[config.mk]
export PLATFORM = sky130hd
export DESIGN_NAME = positional_list_engine_core
export DESIGN_NICKNAME = d
export VERILOG_FILES = /design/src/hdl/ple_pkg.sv /design/src/hdl/positional_list_engine_core.sv /design/src/hdl/ple_cell.sv
export VERILOG_INCLUDE_DIRS = /design/src /design/src/hdl
export SDC_FILE = /design/constraint.sdc
export NUM_CORES = 1
export LEC_CHECK = 0
export ABC_AREA = 1
export BUFFER_PORTS_ARGS = -buffer_cell sky130_fd_sc_hd__buf_2
export CORE_MARGIN = 4
export CORE_UTILIZATION = 45
export DETAILED_ROUTE_END_ITERATION = 8
export HOLD_SLACK_MARGIN = 0.06
export PLACE_DENSITY = 0.7
export RECOVER_POWER = 50
export SKIP_CTS_REPAIR_TIMING = 1
export SKIP_LAST_GASP = 1
export SYNTH_ARGS = -nofsm -noshare
export SYNTH_HDL_FRONTEND = slang
export SYNTH_SLANG_ARGS = --single-unit
[constraint.sdc]
create_clock -name i_clk -period 26 [get_ports i_clk]
set_clock_uncertainty 0.15 [all_clocks]
set_input_delay 7.8 -clock i_clk [delete_from_list [all_inputs] [get_ports i_clk]]
set_output_delay 7.8 -clock i_clk [all_outputs]
set_load 0.03 [all_outputs]
[src/hdl/positional_list_engine_core_assert.svh]
// Assertion macros shared by the positional list engine RTL.
// Depends on nothing; included by files that carry concurrent checks.
`ifndef POSITIONAL_LIST_ENGINE_CORE_ASSERT_SVH
`define POSITIONAL_LIST_ENGINE_CORE_ASSERT_SVH

// Check that is disabled while reset is asserted
`define PLE_ASSERT(lbl, clk, rst_n, prop, msg) \
    lbl: assert property (@(posedge clk) disable iff (!rst_n) prop) else $error(msg);

// Check that also runs through reset
`define PLE_ASSERT_ALWAYS(lbl, clk, prop, msg) \
    lbl: assert property (@(posedge clk) prop) else $error(msg);

`endif

[src/hdl/ple_pkg.sv]
// Shared types and constants for the positional list engine.
// No dependencies; imported by ple_cell and positional_list_engine_core.
package ple_pkg;

    localparam int POS_W = 8;
    localparam int VAL_W = 32;

    // Request kinds
    typedef enum logic [1:0] {
        REQ_INSERT   = 2'd0,
        REQ_GET      = 2'd1,
        REQ_DELETE   = 2'd2,
        REQ_RESERVED = 2'd3
    } t_req_kind;

    // Response status codes
    typedef enum logic [1:0] {
        ST_OK      = 2'd0,
        ST_BAD_POS = 2'd1,
        ST_FULL    = 2'd2,
        ST_UNKNOWN = 2'd3
    } t_status;

    typedef struct packed {
        t_req_kind               req_type;
        logic [POS_W-1:0]        position;
        logic signed [VAL_W-1:0] value;
    } t_req_item;

    typedef struct packed {
        t_status                 status;
        logic signed [VAL_W-1:0] read_value;
    } t_rsp_item;

    // Command broadcast to every cell of the chain
    typedef struct packed {
        logic                    ins;   // insert at slot, later entries move up
        logic                    del;   // remove slot, later entries move down
        logic [POS_W-1:0]        slot;  // 0-based position
        logic signed [VAL_W-1:0] value;
    } t_cell_cmd;

endpackage

[src/hdl/positional_list_engine_core.sv]
// A result is registered and is offered in the cycle after its request transfer.
// Throughput: one request per cycle unless stalled; every cell shifts in the same cycle.
// Requests stall only while a result is held and the result side stalls.
// Reset clears the entry count and the result valid; entry contents are
// left undefined, as no position at or above the count is ever read.
module positional_list_engine_core import ple_pkg::*; #(
    parameter int CAPACITY = 16
) (
    input  logic      i_clk,
    input  logic      i_rst_n,
    input  logic      i_req_valid,
    output logic      o_req_stall,
    input  t_req_item i_req,
    output logic      o_rsp_valid,
    input  logic      i_rsp_stall,
    output t_rsp_item o_rsp
);

`include "positional_list_engine_core_assert.svh"

    localparam int CNT_W = $clog2(CAPACITY + 1);
    localparam int CMP_W = (CNT_W > POS_W) ? CNT_W : POS_W;

    logic                    r_out_valid;
    t_rsp_item               r_out;
    t_rsp_item               n_out;
    logic [CNT_W-1:0]        r_count;
    logic [CNT_W-1:0]        n_count;

    logic                    w_accept;
    logic [POS_W-1:0]        w_slot;
    logic [CMP_W-1:0]        w_slot_x;
    logic [CMP_W-1:0]        w_count_x;
    logic                    w_full;
    logic                    w_ins_ok;
    logic                    w_del_ok;
    logic signed [VAL_W-1:0] w_rd;
    t_cell_cmd               w_cmd;

    logic signed [VAL_W-1:0] w_val   [CAPACITY];
    logic signed [VAL_W-1:0] w_left  [CAPACITY];
    logic signed [VAL_W-1:0] w_right [CAPACITY];

    // Handshake
    assign o_req_stall = r_out_valid & i_rsp_stall;
    assign w_accept    = i_req_valid & ~o_req_stall;
    assign o_rsp_valid = r_out_valid;
    assign o_rsp       = r_out;

    // Position checks
    assign w_slot    = i_req.position - 1'b1;
    assign w_slot_x  = CMP_W'(w_slot);
    assign w_count_x = CMP_W'(r_count);
    assign w_full    = (r_count >= CNT_W'(CAPACITY));

    assign w_ins_ok = w_accept && (i_req.req_type == REQ_INSERT) && (i_req.position != '0)
                      && (w_slot_x <= w_count_x) && !w_full;
    assign w_del_ok = w_accept && (i_req.req_type == REQ_DELETE) && (i_req.position != '0)
                      && (w_slot_x < w_count_x);

    // Command to the chain
    always_comb begin
        w_cmd.ins   = w_ins_ok;
        w_cmd.del   = w_del_ok;
        w_cmd.slot  = w_slot;
        w_cmd.value = i_req.value;
    end

    // Chain of cells, each wired to its neighbors
    for (genvar g = 0; g < CAPACITY; g++) begin : g_cell
        if (g == 0) begin : g_first
            assign w_left[g] = w_val[g];
        end else begin : g_mid_l
            assign w_left[g] = w_val[g-1];
        end
        if (g == CAPACITY - 1) begin : g_last
            assign w_right[g] = w_val[g];
        end else begin : g_mid_r
            assign w_right[g] = w_val[g+1];
        end

        ple_cell #(
            .IDX(g)
        ) u_cell (
            .i_clk   (i_clk),
            .i_cmd   (w_cmd),
            .i_left  (w_left[g]),
            .i_right (w_right[g]),
            .o_value (w_val[g])
        );
    end

    // Read select at the requested slot
    always_comb begin
        w_rd = '0;
        for (int i = 0; i < CAPACITY; i++) begin
            if (POS_W'(i) == w_slot) begin
                w_rd = w_val[i];
            end
        end
    end

    // Result and count update
    always_comb begin
        n_out.status     = ST_OK;
        n_out.read_value = '0;
        n_count          = r_count;
        if (i_req.req_type == REQ_RESERVED) begin
            n_out.status = ST_UNKNOWN;
        end else if (i_req.position == '0) begin
            n_out.status = ST_BAD_POS;
        end else if (i_req.req_type == REQ_INSERT) begin
            if (w_slot_x > w_count_x) begin
                n_out.status = ST_BAD_POS;
            end else if (w_full) begin
                n_out.status = ST_FULL;
            end
        end else if (w_slot_x >= w_count_x) begin
            n_out.status = ST_BAD_POS;
        end else begin
            n_out.read_value = w_rd;
        end
        if (w_ins_ok) begin
            n_count = r_count + 1'b1;
        end else if (w_del_ok) begin
            n_count = r_count - 1'b1;
        end
    end

    // Control registers
    always_ff @(posedge i_clk) begin
        if (!i_rst_n) begin
            r_out_valid <= 1'b0;
            r_count     <= '0;
        end else begin
            r_count <= n_count;
            if (w_accept) begin
                r_out_valid <= 1'b1;
            end else if (!i_rsp_stall) begin
                r_out_valid <= 1'b0;
            end
        end
    end

    // Result payload
    always_ff @(posedge i_clk) begin
        if (w_accept) begin
            r_out <= n_out;
        end
    end

    // Checks
    `PLE_ASSERT_ALWAYS(a_rst_count, i_clk, !i_rst_n |=> r_count == '0, "count not cleared")
    `PLE_ASSERT(a_cnt_max, i_clk, i_rst_n, r_count <= CNT_W'(CAPACITY), "count over capacity")
    `PLE_ASSERT(a_ins_cnt, i_clk, i_rst_n, w_ins_ok |=> r_count == $past(r_count) + 1'b1, "insert count")
    `PLE_ASSERT(a_err_zero, i_clk, i_rst_n, (r_out_valid && r_out.status != ST_OK) |-> r_out.read_value == '0, "error value")

endmodule

[src/hdl/ple_cell.sv]
// One storage cell of the list chain: holds the entry at a fixed position.
// Depends on ple_pkg; instantiated in a row by positional_list_engine_core.
module ple_cell import ple_pkg::*; #(
    parameter int IDX = 0
) (
    input  logic                    i_clk,
    input  t_cell_cmd               i_cmd,
    input  logic signed [VAL_W-1:0] i_left,
    input  logic signed [VAL_W-1:0] i_right,
    output logic signed [VAL_W-1:0] o_value
);

    localparam logic [POS_W-1:0] MY_POS = POS_W'(IDX);

    logic signed [VAL_W-1:0] r_value;
    logic signed [VAL_W-1:0] n_value;

    // Pick new value: load, take from lower neighbor, take from upper neighbor
    always_comb begin
        n_value = r_value;
        if (i_cmd.ins) begin
            if (i_cmd.slot == MY_POS) begin
                n_value = i_cmd.value;
            end else if (i_cmd.slot < MY_POS) begin
                n_value = i_left;
            end
        end else if (i_cmd.del && (i_cmd.slot <= MY_POS)) begin
            n_value = i_right;
        end
    end

    // Entry storage, undefined until written
    always_ff @(posedge i_clk) begin
        r_value <= n_value;
    end

    assign o_value = r_value;

endmodule

==> impl_results.md <==
- Worst vdd ir: 0.0000426 V
- Final setup fails: 0
- Clock Tree Buf Depth: 3
- Clock transition at path regs: 0.06 ns
- Largest fanout on the critical path: 139
- Total wire length: 111 mm
- Dominant synthesized flop cell: edfxtp_1
- CTS H-tree lvls: 2
- First-pass GRT wire length: 167 mm
- Mapped Nets: 3,988
- Critical path launch point type: input port
- Row cnt: 98
- Vias: 29,551
- Sw Share: 22.9%
- Worst hold endpoint: r_count[3]
- I/O pin cnt: 82
- DP Wirelength: 64.7 mm
- Number of global-route vias before repair: 27,106
- Pint: 1.40 mW
- Nets: 3,911
- CTS Buf Count: 58
- Ranking of synthesized cells by area: edfxtp_1 (51%), nand2_1 (14%), o21ai_0 (10%)
- Layout area overhead: 7.57%
- Initial antenna violation count: 1
- Drt wl/cell: 23.0 um
- Worst Hold Depth: 2
- Design Area, Final: 0.0348 mm^2
- Final Wtd Congestion: 0.870
- Syn Area/Cell: 8.24 um^2
- Cells after Synth: 3,928
- Most common cell in the netlist: nand2_1
- Vias per cell: 6.11
- CTS Sinks: 552
- Hold WC Path Type: flip-flop to flip-flop
- Initial DRC count: 4,421
- Worst-skew pair later-pin latency: 0.65 ns
- DR pass1 iterations: 6
- Input/output buffers: 81
- WP data arrival: 18.20 ns
- Tot Pwr: 1.82 mW
- Critical setup path kind: input port to flip-flop
- Combinational share of power: 3.7%
- Netlist cell types: 51
- Die height: 276 um
- Placed inst area: 0.0334 mm^2
- Slew Limit Fails: 1,063
- Yosys top cell area share: 50.7%
- Number of enable flip-flop cells after synthesis: 546
- Commonest cells post-synth: nand2_1 (1,207), o21ai_0 (664), edfxtp_1 (546)
- Die area: 0.0763 mm^2
- Core box area: 0.0714 mm^2
- Status: finished with violations
- Syn Std Cell Area: 0.0324 mm^2
- Failing checks: capacitance limit, slew limit
- Sequential area share after synthesis: 51.0%
- CTS tree: built
- Hold Violations, Final: 0
- Worst Setup End Kind: flip-flop
- Switching power: 415 uW
- Yosys warns: 0
- Slew margin rel.: -367%
- PwrDens: 52.1 mW/mm^2
- Post-synth ARST share: 0%
- Fmax: 0.0549 GHz
- Sequential power share: 53.4%
- RSZ-0062 raised after global routing: no
- Antenna Nets Post-Route: 0
- Static leakage: 13.1 nW
- Hold Startpoint: r_count[3]
- Root cell of the clock tree: clkbuf_16
- GRT Total Usage: 28.1%
- CP required: 25.99 ns
- FF-to-FF path depth: 11
- Reg2Reg Setup Slack: 15.89 ns
- R2r startpoint: o_rsp_valid
- Clock share of power: 42.9%
- MaxCap Viol Count: 24
- Crit path time final: 18.21 ns
- Yosys reg bits: 552
- Largest net degree at the start of global routing: 140
- FF-to-FF End: g_cell[12].u_cell.o_value[0]
- Worst-Margin Slew: 7.01 ns
- Setup_tns: 0 ns
- Starting density of the core: 45.4%
- Share of post-route cells with drive strength above 1: 6.82%
- Die Wd: 276 um
- Post-route DRC: 0
- Fin crit share: 70.0%
- GRT overflow: 0
- Yosys top cell by area: edfxtp_1
-- how the worst max path moves through the flow --
stage	from	to	slack, ns	depth (start not counted)
final	i_req[32]	g_cell[1].u_cell.o_value[24]	7.79	16
after global routing	i_req[32]	g_cell[12].u_cell.o_value[11]	7.12	17
after CTS	i_rsp_stall	o_req_stall	9.80	4
after detailed placement	i_rsp_stall	o_req_stall	9.80	4
after global placement	i_rsp_stall	o_req_stall	9.79	4
after floorplan	i_rsp_stall	o_req_stall	9.97	2
-- power by group through the flow --
stage / clock, mW / sequential (mW) / combinational [mW]
finish: 0.779 / 0.969 / 0.0676
CTS: 0.784 / 0.969 / 0.0695
floorplan: 0 / 0.993 / 0.0367
detailed placement: 0 / 0.987 / 0.0692
global placement: 0 / 0.987 / 0.0687
global route: 0.816 / 0.969 / 0.0732
-- metal layers --
layer  global-route usage, %  wire length [um]  vias up
li1                        -                 -    13414
met1                    39.1             42800    13732
met2                    43.1             47800     2097
met3                    5.57             15200      308
met4                    11.6              5330        0
met5                       0                 0        -
-- logic make-up after synthesis --
logic type,Yosys count,synth area share (%)
buffers and inverters,611,7.70
and+or+nand+nor,1514,19.2
DFF,552,51.0
AOI/OAI and AO/OA,1234,21.4
adders and majority gates,14,0.564
xor gates and xnor gates,3,0.104
-- cells in the final DEF, fill, tap and decap left out, types with 30 or more instances in the layout --
cell type | Yosys | routed
nor2_1 | 143 | 141
clkbuf_16 | 0 | 58
o221ai_1 | 92 | 92
o211ai_1 | 44 | 44
or2_2 | 30 | 30
buf_2 | 79 | 44
o21ai_0 | 664 | 679
clkbuf_1 | 166 | 76
nand2_1 | 1207 | 1211
a21oi_1 | 242 | 237
edfxtp_1 | 546 | 546
nand3_1 | 62 | 63
inv_1 | 298 | 301
o21ai_1 | 72 | 55
a211oi_1 | 33 | 33
buf_4 | 12 | 44
-- metrics by stage --
| stage | utilization [%] | setup WS, ns | std cells | hold WS, ns |
|---|---|---|---|---|
| final | 48.8 | 7.79 | 4839 | 0.342 |
| after global routing | 48.8 | 7.12 | 4838 | 0.364 |
| after CTS | 49.2 | 9.80 | 4837 | 0.346 |
| after detailed placement | 46.8 | 9.80 | 4741 | 0.339 |
| after global placement | 46.8 | 9.79 | 4741 | 0.333 |
| after floorplan | - | 9.97 | 3928 | 0.303 |
-- worst max-delay path, stage by stage --
cell and delay, ns:
clkbuf_1 0.20, inv_1 0.20, ha_1 0.30, xnor2_1 0.71
clkinvlp_2 0.69, ha_1 0.47, nand2_1 0.07, o21ai_0 0.21
a21oi_1 0.09, nand3_1 0.07, inv_1 0.07, nor2_1 0.14
inv_1 0.09, nand2_1 1.20, clkbuf_1 4.97, o221ai_1 0.74
-- layout make-up --
type                            count  area, um^2
Clock inverter                     18         131
Timing Repair Buffer              144         761
Multi-Input combinational cell   2765       13400
Inverter                          330        1250
Tap cell                          950        1190
Sequential cell                   552       16500
Clock buffer                       78        1530
Antenna cell                        2        5.00
Fill cell                        6832       36500
-- flip-flops by register name (all words and copies together) (netlist names) --
register,cells
g_cell.u_cell.o_value,512
o_rsp,34
o_rsp_valid,1
r_count,5
Power figures use the tool's default switching activity.
